### config.mk
export PLATFORM = sky130hd
export DESIGN_NAME = palette_rle_icon_decoder_core
export DESIGN_NICKNAME = d
export VERILOG_FILES = /design/src/rtl/core/prid_pkg.sv /design/src/rtl/core/prid_blend.sv /design/src/rtl/core/prid_front.sv /design/src/rtl/core/prid_back.sv /design/src/rtl/core/palette_rle_icon_decoder_core.sv
export SDC_FILE = /design/constraint.sdc
export NUM_CORES = 2
export LEC_CHECK = 0
export BUFFER_PORTS_ARGS = -buffer_cell sky130_fd_sc_hd__buf_2
export CORE_ASPECT_RATIO = 1.2
export CORE_UTILIZATION = 56
export DETAILED_ROUTE_END_ITERATION = 16
export GPL_TIMING_DRIVEN = 0
export PLACE_DENSITY = 0.81
export SLEW_MARGIN = 25
export SYNTH_ARGS = -nofsm -noshare
export SYNTH_HDL_FRONTEND = slang
export SYNTH_SLANG_ARGS = --single-unit
### constraint.sdc
create_clock -name clk -period 8.14 [get_ports clk]
set_input_delay 1.628 -clock clk [delete_from_list [all_inputs] [get_ports clk]]
set_output_delay 1.628 -clock clk [all_outputs]
set_load 0.01 [all_outputs]
### src/rtl/core/prid_pkg.sv
// Package for the palette run-length icon decoder core.
// Holds parse phase, status codes, queue entry type and blend helpers.
// No dependencies.
package prid_pkg;

    typedef enum logic [2:0] {
        PH_HDR     = 3'd0,
        PH_PAL     = 3'd1,
        PH_CNT     = 3'd2,
        PH_RUNIDX  = 3'd3,
        PH_LITCNT  = 3'd4,
        PH_LITDATA = 3'd5,
        PH_ERR     = 3'd6
    } phase_t;

    localparam logic [3:0] ST_OK       = 4'd0;
    localparam logic [3:0] ST_VERSION  = 4'd1;
    localparam logic [3:0] ST_GEOMETRY = 4'd2;
    localparam logic [3:0] ST_PALLEN   = 4'd3;
    localparam logic [3:0] ST_TRUNC    = 4'd4;
    localparam logic [3:0] ST_INDEX    = 4'd5;
    localparam logic [3:0] ST_OVERFLOW = 4'd6;
    localparam logic [3:0] ST_EMPTYLIT = 4'd7;
    localparam logic [3:0] ST_SHORT    = 4'd8;

    localparam logic [1:0] CFG_VERSION = 2'd0;
    localparam logic [1:0] CFG_WIDTH   = 2'd1;
    localparam logic [1:0] CFG_HEIGHT  = 2'd2;
    localparam logic [1:0] CFG_BG      = 2'd3;

    // Work item passed from the front to the back.
    typedef struct packed {
        logic        wr_pal;     // store a palette entry
        logic [3:0]  wr_addr;
        logic [15:0] wr_color;
        logic        px_a;       // first pixel (run or high nibble)
        logic [3:0]  idx_a;
        logic [7:0]  cnt_a;
        logic        px_b;       // second literal pixel (low nibble)
        logic [3:0]  idx_b;
        logic        stat;       // closing status item
        logic [3:0]  code;
    } work_t;

    // Widen a 5-bit channel to 8 bits by bit replication.
    function automatic logic [7:0] widen5(input logic [4:0] v);
        widen5 = {v, v[4:2]};
    endfunction

    function automatic logic [7:0] widen6(input logic [5:0] v);
        widen6 = {v, v[5:4]};
    endfunction

endpackage

### src/rtl/core/prid_blend.sv
// Registered blend of one channel: (s*a + d*(255-a) + 127) / 255.
// Depends on nothing; division by 255 done with a reciprocal and correction.
module prid_blend
(
    input  logic       clk,
    input  logic [7:0] s,
    input  logic [7:0] d,
    input  logic [7:0] a,
    output logic [7:0] q
);
    logic [16:0] sum_reg;
    logic [16:0] sum_next;
    logic [16:0] quo;
    logic [16:0] rem;

    // Products summed and registered before the division.
    assign sum_next = 17'(s * a) + 17'(d * (8'd255 - a)) + 17'd127;

    always_ff @(posedge clk)
    begin
        sum_reg <= sum_next;
    end

    // x/255 approximated by (x + x>>8 + 1) >> 8, then one correction step.
    always_comb
    begin
        quo = (sum_reg + (sum_reg >> 8) + 17'd1) >> 8;
        rem = sum_reg - 17'(quo * 17'd255);
        if (rem[16])
        begin
            quo = quo - 17'd1;
        end
    end

    assign q = quo[7:0];
endmodule

### src/rtl/core/prid_front.sv
// Front part: parses the blob byte stream, checks header and counts,
// resolves palette entries and issues work items. Depends on prid_pkg, prid_blend.
module prid_front
#(
    parameter int PALETTE_DEPTH = 16
)
(
    input  logic             clk,
    input  logic             rst_n,
    input  logic [7:0]       blob_byte,
    input  logic             blob_end,
    input  logic             in_valid,
    output logic             in_ready,
    input  logic [7:0]       expected_version,
    input  logic [7:0]       icon_width,
    input  logic [7:0]       icon_height,
    input  logic [15:0]      background_color,
    output logic             q_valid,
    output prid_pkg::work_t  q_data,
    input  logic             q_ready
);
    prid_pkg::phase_t phase_reg, phase_next;
    logic [1:0]  bc_reg, bc_next;
    logic [4:0]  plen_reg, plen_next;
    logic [4:0]  ploaded_reg, ploaded_next;
    logic [15:0] ecol_reg, ecol_next;
    logic [15:0] written_reg, written_next;
    logic [15:0] total_reg, total_next;
    logic [7:0]  runcnt_reg, runcnt_next;
    logic [7:0]  litrem_reg, litrem_next;
    logic [3:0]  err_reg, err_next;

    // Blend pipeline stage: entry waits for the registered channel results.
    logic        bl_pend_reg;
    logic [3:0]  bl_addr_reg;
    logic [15:0] bl_raw_reg;
    logic        bl_opaque_reg;
    logic        bl_stat_reg;
    logic [3:0]  bl_code_reg;
    logic [7:0]  r8, g8, b8;

    logic        accept;
    logic        hold_valid_reg;
    prid_pkg::work_t w;
    logic        pal_wr;
    logic        end_stat;
    logic [3:0]  end_code;
    logic [16:0] sum_run;
    logic [16:0] sum_lit;
    logic        fail;
    logic [3:0]  fail_code;

    // Accept while the work register is empty or being drained, and no
    // blended entry is waiting.
    assign in_ready = (!hold_valid_reg || q_ready) && !bl_pend_reg;
    assign accept   = in_valid && in_ready;

    prid_blend u_r (.clk(clk), .s(prid_pkg::widen5(ecol_reg[15:11])),
        .d(prid_pkg::widen5(background_color[15:11])), .a(blob_byte), .q(r8));
    prid_blend u_g (.clk(clk), .s(prid_pkg::widen6(ecol_reg[10:5])),
        .d(prid_pkg::widen6(background_color[10:5])), .a(blob_byte), .q(g8));
    prid_blend u_b (.clk(clk), .s(prid_pkg::widen5(ecol_reg[4:0])),
        .d(prid_pkg::widen5(background_color[4:0])), .a(blob_byte), .q(b8));

    assign sum_run = {1'b0, written_reg} + {9'd0, runcnt_reg};
    assign sum_lit = {1'b0, written_reg} + {9'd0, blob_byte};

    // Parse one byte.
    always_comb
    begin
        phase_next   = phase_reg;
        bc_next      = bc_reg;
        plen_next    = plen_reg;
        ploaded_next = ploaded_reg;
        ecol_next    = ecol_reg;
        written_next = written_reg;
        total_next   = total_reg;
        runcnt_next  = runcnt_reg;
        litrem_next  = litrem_reg;
        err_next     = err_reg;
        w            = '0;
        pal_wr       = 1'b0;
        fail         = 1'b0;
        fail_code    = prid_pkg::ST_OK;
        end_stat     = 1'b0;
        end_code     = prid_pkg::ST_OK;

        case (phase_reg)
            prid_pkg::PH_HDR:
            begin
                case (bc_reg)
                    2'd0:
                    begin
                        if (blob_byte != expected_version)
                        begin
                            fail = 1'b1; fail_code = prid_pkg::ST_VERSION;
                        end
                    end
                    2'd1:
                    begin
                        if (blob_byte != icon_width)
                        begin
                            fail = 1'b1; fail_code = prid_pkg::ST_GEOMETRY;
                        end
                    end
                    2'd2:
                    begin
                        if (blob_byte != icon_height)
                        begin
                            fail = 1'b1; fail_code = prid_pkg::ST_GEOMETRY;
                        end
                    end
                    default:
                    begin
                        if (blob_byte == 8'd0 || blob_byte > 8'(PALETTE_DEPTH))
                        begin
                            fail = 1'b1; fail_code = prid_pkg::ST_PALLEN;
                        end
                        else
                        begin
                            plen_next  = blob_byte[4:0];
                            total_next = icon_width * icon_height;
                            phase_next = prid_pkg::PH_PAL;
                        end
                    end
                endcase
                bc_next = bc_reg + 2'd1;
            end
            prid_pkg::PH_PAL:
            begin
                if (bc_reg == 2'd0)
                begin
                    ecol_next = {8'd0, blob_byte};
                    bc_next   = 2'd1;
                end
                else if (bc_reg == 2'd1)
                begin
                    ecol_next = {blob_byte, ecol_reg[7:0]};
                    bc_next   = 2'd2;
                end
                else
                begin
                    pal_wr       = 1'b1;
                    ploaded_next = ploaded_reg + 5'd1;
                    bc_next      = 2'd0;
                    if (ploaded_next >= plen_reg)
                    begin
                        phase_next = prid_pkg::PH_CNT;
                    end
                end
            end
            prid_pkg::PH_CNT:
            begin
                if (blob_byte != 8'd0)
                begin
                    runcnt_next = blob_byte;
                    phase_next  = prid_pkg::PH_RUNIDX;
                end
                else
                begin
                    phase_next = prid_pkg::PH_LITCNT;
                end
            end
            prid_pkg::PH_RUNIDX:
            begin
                if ({3'd0, blob_byte} >= plen_reg)
                begin
                    fail = 1'b1; fail_code = prid_pkg::ST_INDEX;
                end
                else if (sum_run > {1'b0, total_reg})
                begin
                    fail = 1'b1; fail_code = prid_pkg::ST_OVERFLOW;
                end
                else
                begin
                    w.px_a       = 1'b1;
                    w.idx_a      = blob_byte[3:0];
                    w.cnt_a      = runcnt_reg;
                    written_next = sum_run[15:0];
                    phase_next   = prid_pkg::PH_CNT;
                end
            end
            prid_pkg::PH_LITCNT:
            begin
                if (blob_byte == 8'd0)
                begin
                    fail = 1'b1; fail_code = prid_pkg::ST_EMPTYLIT;
                end
                else if (sum_lit > {1'b0, total_reg})
                begin
                    fail = 1'b1; fail_code = prid_pkg::ST_OVERFLOW;
                end
                else
                begin
                    litrem_next = blob_byte;
                    phase_next  = prid_pkg::PH_LITDATA;
                end
            end
            prid_pkg::PH_LITDATA:
            begin
                if ({1'b0, blob_byte[7:4]} >= plen_reg)
                begin
                    fail = 1'b1; fail_code = prid_pkg::ST_INDEX;
                end
                else
                begin
                    w.px_a = 1'b1; w.idx_a = blob_byte[7:4]; w.cnt_a = 8'd1;
                    written_next = written_reg + 16'd1;
                    litrem_next  = litrem_reg - 8'd1;
                    if (litrem_next != 8'd0)
                    begin
                        if ({1'b0, blob_byte[3:0]} >= plen_reg)
                        begin
                            fail = 1'b1; fail_code = prid_pkg::ST_INDEX;
                        end
                        else
                        begin
                            w.px_b = 1'b1; w.idx_b = blob_byte[3:0];
                            written_next = written_reg + 16'd2;
                            litrem_next  = litrem_reg - 8'd2;
                        end
                    end
                    if (!fail && litrem_next == 8'd0)
                    begin
                        phase_next = prid_pkg::PH_CNT;
                    end
                end
            end
            default:
            begin
            end
        endcase

        if (fail)
        begin
            phase_next = prid_pkg::PH_ERR;
            if (err_reg == prid_pkg::ST_OK)
            begin
                err_next = fail_code;
            end
        end

        // Closing status item and parser clear.
        if (blob_end)
        begin
            end_stat = 1'b1;
            if (err_next != prid_pkg::ST_OK)
            begin
                end_code = err_next;
            end
            else if (phase_next != prid_pkg::PH_CNT)
            begin
                end_code = prid_pkg::ST_TRUNC;
            end
            else if (written_next == total_next)
            begin
                end_code = prid_pkg::ST_OK;
            end
            else
            begin
                end_code = prid_pkg::ST_SHORT;
            end
            phase_next   = prid_pkg::PH_HDR;
            bc_next      = 2'd0;
            plen_next    = 5'd0;
            ploaded_next = 5'd0;
            ecol_next    = 16'd0;
            written_next = 16'd0;
            total_next   = 16'd0;
            runcnt_next  = 8'd0;
            litrem_next  = 8'd0;
            err_next     = prid_pkg::ST_OK;
        end
        w.stat = end_stat;
        w.code = end_code;
    end

    // Parser state.
    always_ff @(posedge clk or negedge rst_n)
    begin
        if (!rst_n)
        begin
            phase_reg      <= prid_pkg::PH_HDR;
            bc_reg         <= 2'd0;
            plen_reg       <= 5'd0;
            ploaded_reg    <= 5'd0;
            ecol_reg       <= 16'd0;
            written_reg    <= 16'd0;
            total_reg      <= 16'd0;
            runcnt_reg     <= 8'd0;
            litrem_reg     <= 8'd0;
            err_reg        <= prid_pkg::ST_OK;
            bl_pend_reg    <= 1'b0;
            hold_valid_reg <= 1'b0;
        end
        else
        begin
            if (accept)
            begin
                phase_reg   <= phase_next;
                bc_reg      <= bc_next;
                plen_reg    <= plen_next;
                ploaded_reg <= ploaded_next;
                ecol_reg    <= ecol_next;
                written_reg <= written_next;
                total_reg   <= total_next;
                runcnt_reg  <= runcnt_next;
                litrem_reg  <= litrem_next;
                err_reg     <= err_next;
            end
            bl_pend_reg <= accept && pal_wr;
            if (accept && !pal_wr)
            begin
                hold_valid_reg <= w.px_a || w.stat;
            end
            else if (bl_pend_reg)
            begin
                hold_valid_reg <= 1'b1;
            end
            else if (q_ready)
            begin
                hold_valid_reg <= 1'b0;
            end
        end
    end

    // Work item register and pending palette entry.
    prid_pkg::work_t q_reg;
    prid_pkg::work_t pal_item;
    logic [15:0] blended;
    assign blended = bl_opaque_reg ? bl_raw_reg : {r8[7:3], g8[7:2], b8[7:3]};

    always_comb
    begin
        pal_item          = '0;
        pal_item.wr_pal   = 1'b1;
        pal_item.wr_addr  = bl_addr_reg;
        pal_item.wr_color = blended;
        pal_item.stat     = bl_stat_reg;
        pal_item.code     = bl_code_reg;
    end

    always_ff @(posedge clk)
    begin
        if (accept && pal_wr)
        begin
            bl_addr_reg   <= ploaded_reg[3:0];
            bl_raw_reg    <= ecol_reg;
            bl_opaque_reg <= (blob_byte == 8'd255);
            bl_stat_reg   <= end_stat;
            bl_code_reg   <= end_code;
        end
        if (accept && !pal_wr)
        begin
            q_reg <= w;
        end
        else if (bl_pend_reg)
        begin
            q_reg <= pal_item;
        end
    end

    assign q_valid = hold_valid_reg;
    assign q_data  = q_reg;

    a_hdr_count: assert property (@(posedge clk) disable iff (!rst_n)
        phase_reg == prid_pkg::PH_PAL |-> plen_reg != 5'd0)
        else $error("palette phase with zero length");
    a_blend_stall: assert property (@(posedge clk) disable iff (!rst_n)
        bl_pend_reg |-> !in_ready)
        else $error("byte accepted while palette entry pending");
    a_written: assert property (@(posedge clk) disable iff (!rst_n)
        written_reg <= total_reg)
        else $error("pixel count past icon size");
endmodule

### src/rtl/core/prid_back.sv
// Back part: palette store and emission of pixel and status beats.
// Depends on prid_pkg.
module prid_back
#(
    parameter int PALETTE_DEPTH = 16
)
(
    input  logic            clk,
    input  logic            rst_n,
    input  logic            q_valid,
    input  prid_pkg::work_t q_data,
    output logic            q_ready,
    output logic            o_valid,
    output logic [15:0]     o_color,
    output logic [7:0]      o_count,
    output logic            o_done,
    output logic [3:0]      o_code,
    input  logic            o_ready
);
    logic [15:0] pal_reg [PALETTE_DEPTH];
    // Work item being emitted; step counts beats already sent.
    prid_pkg::work_t cur_reg;
    logic        busy_reg;
    logic [1:0]  step_reg;
    logic [1:0]  nbeats;
    logic        last_beat;
    logic [1:0]  sel;
    logic        ovalid;

    assign nbeats = 2'(cur_reg.px_a) + 2'(cur_reg.px_b) + 2'(cur_reg.stat);
    // Beat kind: 0 first pixel, 1 second pixel, 2 status.
    always_comb
    begin
        sel = 2'd2;
        if (step_reg == 2'd0 && cur_reg.px_a)
        begin
            sel = 2'd0;
        end
        else if (cur_reg.px_b && (step_reg == 2'd1))
        begin
            sel = 2'd1;
        end
    end
    assign ovalid    = busy_reg && nbeats != 2'd0;
    assign last_beat = (step_reg + 2'd1 >= nbeats);
    assign q_ready   = !busy_reg || nbeats == 2'd0 || (o_ready && last_beat);

    always_comb
    begin
        o_color = 16'd0;
        o_count = 8'd0;
        o_done  = 1'b0;
        o_code  = prid_pkg::ST_OK;
        case (sel)
            2'd0:
            begin
                o_color = pal_reg[cur_reg.idx_a[$clog2(PALETTE_DEPTH > 1 ? PALETTE_DEPTH : 2)-1:0]];
                o_count = cur_reg.cnt_a;
            end
            2'd1:
            begin
                o_color = pal_reg[cur_reg.idx_b[$clog2(PALETTE_DEPTH > 1 ? PALETTE_DEPTH : 2)-1:0]];
                o_count = 8'd1;
            end
            default:
            begin
                o_done = 1'b1;
                o_code = cur_reg.code;
            end
        endcase
    end
    assign o_valid = ovalid;

    always_ff @(posedge clk or negedge rst_n)
    begin
        if (!rst_n)
        begin
            busy_reg <= 1'b0;
            step_reg <= 2'd0;
        end
        else if (q_valid && q_ready)
        begin
            busy_reg <= 1'b1;
            step_reg <= 2'd0;
        end
        else if (ovalid && o_ready)
        begin
            step_reg <= step_reg + 2'd1;
            if (last_beat)
            begin
                busy_reg <= 1'b0;
            end
        end
    end

    always_ff @(posedge clk)
    begin
        if (q_valid && q_ready)
        begin
            cur_reg <= q_data;
            if (q_data.wr_pal)
            begin
                pal_reg[q_data.wr_addr[$clog2(PALETTE_DEPTH > 1 ? PALETTE_DEPTH : 2)-1:0]]
                    <= q_data.wr_color;
            end
        end
    end

    a_beats: assert property (@(posedge clk) disable iff (!rst_n)
        busy_reg |-> step_reg <= nbeats)
        else $error("beat count beyond work item");
    a_done_last: assert property (@(posedge clk) disable iff (!rst_n)
        (o_valid && o_done) |-> last_beat)
        else $error("status beat not last");
    a_done_zero: assert property (@(posedge clk) disable iff (!rst_n)
        (o_valid && o_done) |-> (o_count == 8'd0 && o_color == 16'd0))
        else $error("status beat carries pixel data");
endmodule

### src/rtl/core/palette_rle_icon_decoder_core.sv
// Palette run-length icon decoder: one blob byte per beat in, colour runs
// and a closing status beat out. Takes one byte per cycle while the work
// register drains and no palette entry waits in the blend stage; a literal
// byte with two pixels gives one output beat per pixel.
// Asynchronous active-low reset returns the parser to the header and the
// registers to version 1, 32 by 32, black background; palette reads undefined.
module palette_rle_icon_decoder_core
#(
    parameter int PALETTE_DEPTH = 16
)
(
    input  logic        clk,
    input  logic        rst_n,
    input  logic        s_axis_tvalid,
    output logic        s_axis_tready,
    input  logic [7:0]  s_axis_tdata,   // [7:0] blob_byte
    input  logic        s_axis_tlast,
    output logic        m_axis_tvalid,
    input  logic        m_axis_tready,
    output logic [31:0] m_axis_tdata,   // [15:0] pixel_color, [23:16] repeat_count,
                                        // [27:24] status_code
    output logic        m_axis_tlast,   // done_res
    input  logic        cfg_valid,
    output logic        cfg_ready,
    input  logic [1:0]  cfg_index,
    input  logic [15:0] cfg_data
);
    logic [7:0]  ver_reg, wid_reg, hgt_reg;
    logic [15:0] bg_reg;
    logic        q_valid, q_ready;
    prid_pkg::work_t q_data;
    logic [15:0] color;
    logic [7:0]  count;
    logic [3:0]  code;

    // Configuration registers.
    assign cfg_ready = 1'b1;
    always_ff @(posedge clk or negedge rst_n)
    begin
        if (!rst_n)
        begin
            ver_reg <= 8'd1;
            wid_reg <= 8'd32;
            hgt_reg <= 8'd32;
            bg_reg  <= 16'd0;
        end
        else if (cfg_valid)
        begin
            case (cfg_index)
                prid_pkg::CFG_VERSION: ver_reg <= cfg_data[7:0];
                prid_pkg::CFG_WIDTH:   wid_reg <= cfg_data[7:0];
                prid_pkg::CFG_HEIGHT:  hgt_reg <= cfg_data[7:0];
                default:               bg_reg  <= cfg_data;
            endcase
        end
    end

    prid_front #(.PALETTE_DEPTH(PALETTE_DEPTH)) u_front (
        .clk(clk), .rst_n(rst_n),
        .blob_byte(s_axis_tdata), .blob_end(s_axis_tlast),
        .in_valid(s_axis_tvalid), .in_ready(s_axis_tready),
        .expected_version(ver_reg), .icon_width(wid_reg),
        .icon_height(hgt_reg), .background_color(bg_reg),
        .q_valid(q_valid), .q_data(q_data), .q_ready(q_ready));

    prid_back #(.PALETTE_DEPTH(PALETTE_DEPTH)) u_back (
        .clk(clk), .rst_n(rst_n),
        .q_valid(q_valid), .q_data(q_data), .q_ready(q_ready),
        .o_valid(m_axis_tvalid), .o_color(color), .o_count(count),
        .o_done(m_axis_tlast), .o_code(code), .o_ready(m_axis_tready));

    assign m_axis_tdata = {4'd0, code, count, color};
endmodule
[Yosys cells after proc, flatten, opt, wreduce, memory -nomap -nowiden]
Memory sizes are Yosys's and may differ from the RTL's. A register that Yosys moved wholly into a read port is not among the register bits.
Cells that the tools add are included.
Operators by class
  add/subtract/negate cells: 30
  multiply operators: 10
  $lt $le $gt $ge: 8
  equal/unequal tests: 24
  muxes and demuxes: 125
  bitwise gates (word level): 1
  reduce and logical (&&, ||, !) cells: 61
Operators by type and width (count)
  $mux 16: 15
  $mux 8: 14
  $mul 8x8->16: 4
  $pmux 16 s2: 2
  $mux 5: 11
  $mux 3: 18
  $mux 4: 13
  $add 16x17->17: 3
  $add 17x1->17 const B: 3
  $add 17x7->17 const B: 3
  $add 17x9->17: 3
  $mul 9x8->17 const B: 3
  $sub 17x17->17: 3
  $mux 23: 2
  $add 16x8->17: 2
  $gt 17x16->1: 2
  $mul 8x17->17: 2
  $pmux 8 s2: 2
  $sub 8x1->8 const B: 4
  $mux 1: 28
  $mux 13: 2
  $pmux 13 s2: 1
  $ne 8x8->1: 3
  $mux 2: 10
  other kinds (50): 106
Word-level totals
  register bits: 272
  memory bits (writable): 256
  input port bits: 32
  logic and storage cells: 304
  memories: 1
Memory list
  u_back.pal_reg: depth 16, width 16, rd ports 2, clocked after memory_dff 2, write ports 1, RTL line prid_back.sv:20  | logic [15:0] pal_reg [PALETTE_DEPTH];

[Depth between registers and ports, before layout]
  word-level depth: 16
  gate-level depth with buffers: 30
  mapped depth without buffers: 30

[Cells and area by module]
Synthesis repeated with hierarchy kept, for this count alone.
Unflattened totals
  cells, all modules: 4887
  area total of the unflattened synthesis: 50479.7 µm²
By module, submodules not included
  prid_back: times used 1, cells each 907, area an instance 13815.8 µm², seq. area each 8613.3 µm²
  prid_front: times used 1, cells each 1461, area an instance 12883.6 µm², seq. area each 4018.9 µm²
  prid_blend (u_front.u_g): times used 1, cells each 813, area an instance 7479.7 µm², seq. area each 340.3 µm²
  prid_blend (u_front.u_b): times used 1, cells each 811, area an instance 7409.6 µm², seq. area each 340.3 µm²
  prid_blend (u_front.u_r): times used 1, cells each 803, area an instance 7328.3 µm², seq. area each 340.3 µm²
  palette_rle_icon_decoder_core: times used 1, cells each 92, area an instance 1562.7 µm², seq. area each 1004.7 µm²

[Worst setup path before layout]
Ideal clock, no wire load.
  path type: input-to-reg
  from: in s_axis_tdata[5]
  to: reg u_front.u_g.sum_reg[16]
  data arrival time: 7.571 ns
  required time: 8.068 ns
  setup slack: 0.497 ns
  stages on the path: 24
  path buffers: 3
  cell sequence: clkbuf_1 > clkbuf_1 > buf_1 > nand2b_1 > fa_1 > inv_1 > fa_1 > fa_1 > inv_1 > fa_1 > fa_1 > inv_1 > fa_1 > ha_1 > a21oi_1 > o21bai_1 > a21oi_1 > o21bai_1 > a21oi_1 > o21bai_1 > a2111o_1 > a31o_2 > a21oi_1 > xnor2_1
Between the ends
  cells in the longest elaborated chain, start to end: 4
RTL lines
  start: declaration: RTL line palette_rle_icon_decoder_core.sv:16  | input logic [7:0] s_axis_tdata,
  $sub 8x8->9: RTL line prid_blend.sv:17  | assign sum_next = 17'(s * a) + 17'(d * (8'd255 - a)) + 17'd127;
  $mul 8x17->17: RTL line prid_blend.sv:17
  $add 16x17->17 *: RTL line prid_blend.sv:17
  $add 17x7->17 *: RTL line prid_blend.sv:17
  net u_front.u_g.sum_next[16]: RTL line prid_blend.sv:12  | logic [16:0] sum_next;
  end signal: assignment: RTL line prid_blend.sv:21  | sum_reg <= sum_next;
  end: declaration: RTL line prid_blend.sv:11  | logic [16:0] sum_reg;
The timed path passes the listed nets; every way through them passes the cells marked *.
A chain may end at the register's enable or synchronous reset.

[Worst setup path in the final report]
  from: in s_axis_tdata[5]
  to: reg u_front.u_b.sum_reg[16]
Between the ends
  cells in the longest elaborated chain, start to end: 4
RTL lines (RTL line)
  $sub 8x8->9: prid_blend.sv:17
  $mul 8x17->17: prid_blend.sv:17
  $add 16x17->17 *: prid_blend.sv:17
  $add 17x7->17 *: prid_blend.sv:17
  net u_front.u_b.sum_next[16]: prid_blend.sv:12
  end signal: assignment: prid_blend.sv:21
  end: declaration: prid_blend.sv:11
Marked as above.

==> impl_metrics.json <==
{
  "required_ns": 8.65,
  "synth_mux_area_share_pct": 9.091,
  "ys_async_sr_fraction_pct": 23.88,
  "first_iter_violations": 3448,
  "synth_ff_type": "edfxtp_1",
  "cp-end-kind": "flop",
  "yosysWarnings": 0,
  "path_max_fanout": 10,
  "fin_ws_ns": 0.2155,
  "syn_inst": 4329,
  "syn_avg_cell_area_um2": 11.08,
  "synth_top_family_by_area": "adder cells",
  "drive_gt1_share_pct": 11.17,
  "hold_viol_final": 0,
  "slowest_stage": "a2111oi_1",
  "dpl.cell_count": 5538,
  "synthAdderAreaFrac_pct": 32.11,
  "ys_ff_latch": 536,
  "nFillCells": 6473,
  "grt-ovfl-total": 0,
  "h-tree-depth": 2,
  "drtAntennaViolNets": 0,
  "clk_pin_slew_ns": 0.06,
  "areaGrowthSynthToFinish_pct": 9.104,
  "cp_common_cell": "fa_1",
  "finalSetupTns_ns": 0,
  "largest_reg_flops": 256,
  "yosys-top-cells-count": "inv_1 (814), fa_1 (489), ha_1 (448)",
  "routed_via_density": 6.095,
  "cts_hold_buf": 0,
  "whs_endpoint": "u_back.cur_reg[12]",
  "initial_utilization_pct": 56.57,
  "track_usage_pct": 31.06,
  "cts_inserted_buffers": 57,
  "stdcell_count": 5643,
  "synthSimpleGateAreaFrac_pct": 9.689,
  "core_area_um2": 84760,
  "root_buffer": "clkbuf_16",
  "final_max_slew_viol_count": 0,
  "rr_endpoint": "u_front.q_data[26]",
  "yosysTopAreaCellShare_pct": 20.54,
  "wl_per_cell_um": 23.62,
  "grt_pass1_vias": 36183,
  "status": "finished, violations left",
  "seq_area_frac_synth_pct": 30.57,
  "hold_class": "reg -> reg",
  "cts.sinks": 536,
  "fmax_mhz": 126.2,
  "io_buffers": 62,
  "netlist_top_cells_area": "edfxtp_1 (21%), fa_1 (20%), ha_1 (12%)",
  "fin_hold_ws_ns": 0.4164,
  "synth_edf_count": 328,
  "clock_latency_ns": 0.68,
  "violations": "DRC",
  "vias": 34395,
  "fin_crit_sh_pct": 97.35,
  "worstHoldPathCells": 0,
  "layout_min_cycle_time_ns": 7.925,
  "clk_path_buf_depth": 3,
  "min_from": "u_front.q_data[12]",
  "post-synth-top-area-cell": "edfxtp_1",
  "reg2reg_depth": 30,
  "die_w_um": 269.1,
  "reg2reg_slack_ns": 0.37,
  "crit_type": "in -> reg",
  "cp_slowest_stage_delay_ns": 0.61,
  "gp_congestion": 0.9822,
  "cp.arrival_ns": 8.44,
  "yosysMostFrequentCell": "inv_1",
  "synth_compound_area_share_pct": 7.625,
  "cts_tree": "yes",
  "netlist_area_um2": 47950,
  "relSlewSlack_pct": 27.25,
  "die_area_um2": 86800,
  "cp-start-kind": "input port",
  "diodes": 0,
  "r2r_start": "u_front.u_b.sum_reg[9]",
  "die_y_um": 322.5,
  "nets": 5433,
  "setup_viol_count_final": 0,
  "dp_hpwl_um": 100000,
  "post-place-ws_ns": -1.064,
  "crit_chain": "buf_2 -> clkbuf_2 -> clkbuf_2 -> nand2b_1 -> fa_1 -> inv_1 -> fa_1 -> fa_1 -> inv_1 -> fa_1 -> fa_1 -> fa_1 -> inv_1 -> ha_1 -> a21oi_1 -> o21bai_1 -> a21oi_1 -> o21bai_1 -> a21oi_1 -> o21bai_1 -> a2111oi_1 -> o31ai_1 -> a21oi_1 -> xnor2_1",
  "io_pins": 68,
  "rows": 117,
  "wl_um": 133300,
  "tightest_slew_ns": 1.091,
  "finClkSkew_ns": 0.05457,
  "drc": 1,
  "antenna_found_initial": 0,
  "grt_max_degree": 82,
  "synth-xor-area-share_pct": 3.124,
  "first_pass_iters": 11,
  "drv_cap": 0,
  "synth_cell_types": 88,
  "grt_pass1_wl_um": 205700
}
-- worst max-delay path: cells and delay by family --
kind | cells | cell delay (ns)
compound gates | 9 | 1.98
xor+xnor | 1 | 0.22
buf+inv | 6 | 0.99
simple gates | 1 | 0.22
fa+ha+maj | 7 | 3.39
-- per-layer routing --
metal	vias up	track usage, %	part of all wire (%)
met5	-	0	0
met1	17065	36.37	35
met2	1927	53.60	49
met4	0	19.61	7.3
li1	14828	-	-
met3	575	4.861	8.2
-- layout by cell type (no fill, tap or decap), drive strengths merged, types with 9 or more instances in the layout --
cell type / instances
xor2: 48
nand2b: 54
xnor2: 123
o21bai: 23
a21boi: 9
and2: 110
o21a: 23
a22o: 26
o2111ai: 10
nor2b: 95
edfxtp: 328
mux2i: 17
clkbuf: 197
nand2: 303
nand3: 73
a22oi: 31
inv: 820
dfrtp: 125
dfxtp: 80
nor3: 41
buf: 111
o22ai: 20
mux4: 160
ha: 448
and3: 34
nor2: 120
a211oi: 10
o21ai: 132
nor4: 17
clkinv: 25
a21o: 45
mux2: 52
a31oi: 10
o211ai: 17
or3: 15
a21oi: 111
o31ai: 11
fa: 489
nand4: 24
-- what timing repair did --
action / in CTS / in global routing
setup buffers: 0 / 5
hold endpoints to repair: 0 / 0
resized for setup: 18 / 44
endpoints found under the setup margin: 11 / 17
pin swaps: 0 / 1
-- stage by stage --
| step | instance area, um^2 | util, % |
|---|---|---|
| floorplan | 47960 | - |
| global placement | 49680 | 58.62 |
| detailed placement | 50040 | 59.03 |
| CTS | 52080 | 61.44 |
| global route | 52310 | 61.72 |
| finish | 52310 | 61.72 |
-- cells by family after synthesis --
| kind of cell | after synthesis |
|---|---|
| AOI/OAI and AO/OA | 545 |
| xor gates and xnor gates | 171 |
| adders and majority gates | 937 |
| buffers and inverters | 986 |
| DFF | 536 |
| muxes | 229 |
| other | 2 |
| and+or+nand+nor | 923 |
-- worst max path at each step --
| stage | start | endpoint | slack [ns] | cells past startpoint |
|---|---|---|---|---|
| 2_1_floorplan | s_axis_tdata[5] | u_front.u_g.sum_reg[16] | 0.50 | 24 |
| 3_3_place_gp | s_axis_tdata[5] | u_front.u_b.sum_reg[16] | -1.02 | 25 |
| 3_5_place_dp | s_axis_tdata[5] | u_front.u_b.sum_reg[16] | -1.06 | 25 |
| 4_1_cts | u_front.u_r.sum_reg[9] | u_front.q_data[38] | -0.08 | 29 |
| 5_1_grt | u_front.u_r.sum_reg[9] | u_front.q_data[38] | -0.07 | 30 |
| 6_report | s_axis_tdata[5] | u_front.u_b.sum_reg[16] | 0.22 | 24 |
-- area by class of cell --
class | instances | area [um^2] | area share [%]
tap | 1130 | 1414 | 2.703
timing repair buffer | 81 | 549.3 | 1.050
buffer | 161 | 671.9 | 1.284
multi-input combinational | 2810 | 29970 | 57.28
sequential | 536 | 14660 | 28.02
inverter | 817 | 3074 | 5.876
clock buffer | 66 | 1480 | 2.829
clock inverter | 42 | 496.7 | 0.9495
Power is left out: the tool's default activity adds up to more than one toggle a clock period on the data nets, which glitch-free logic cannot reach.
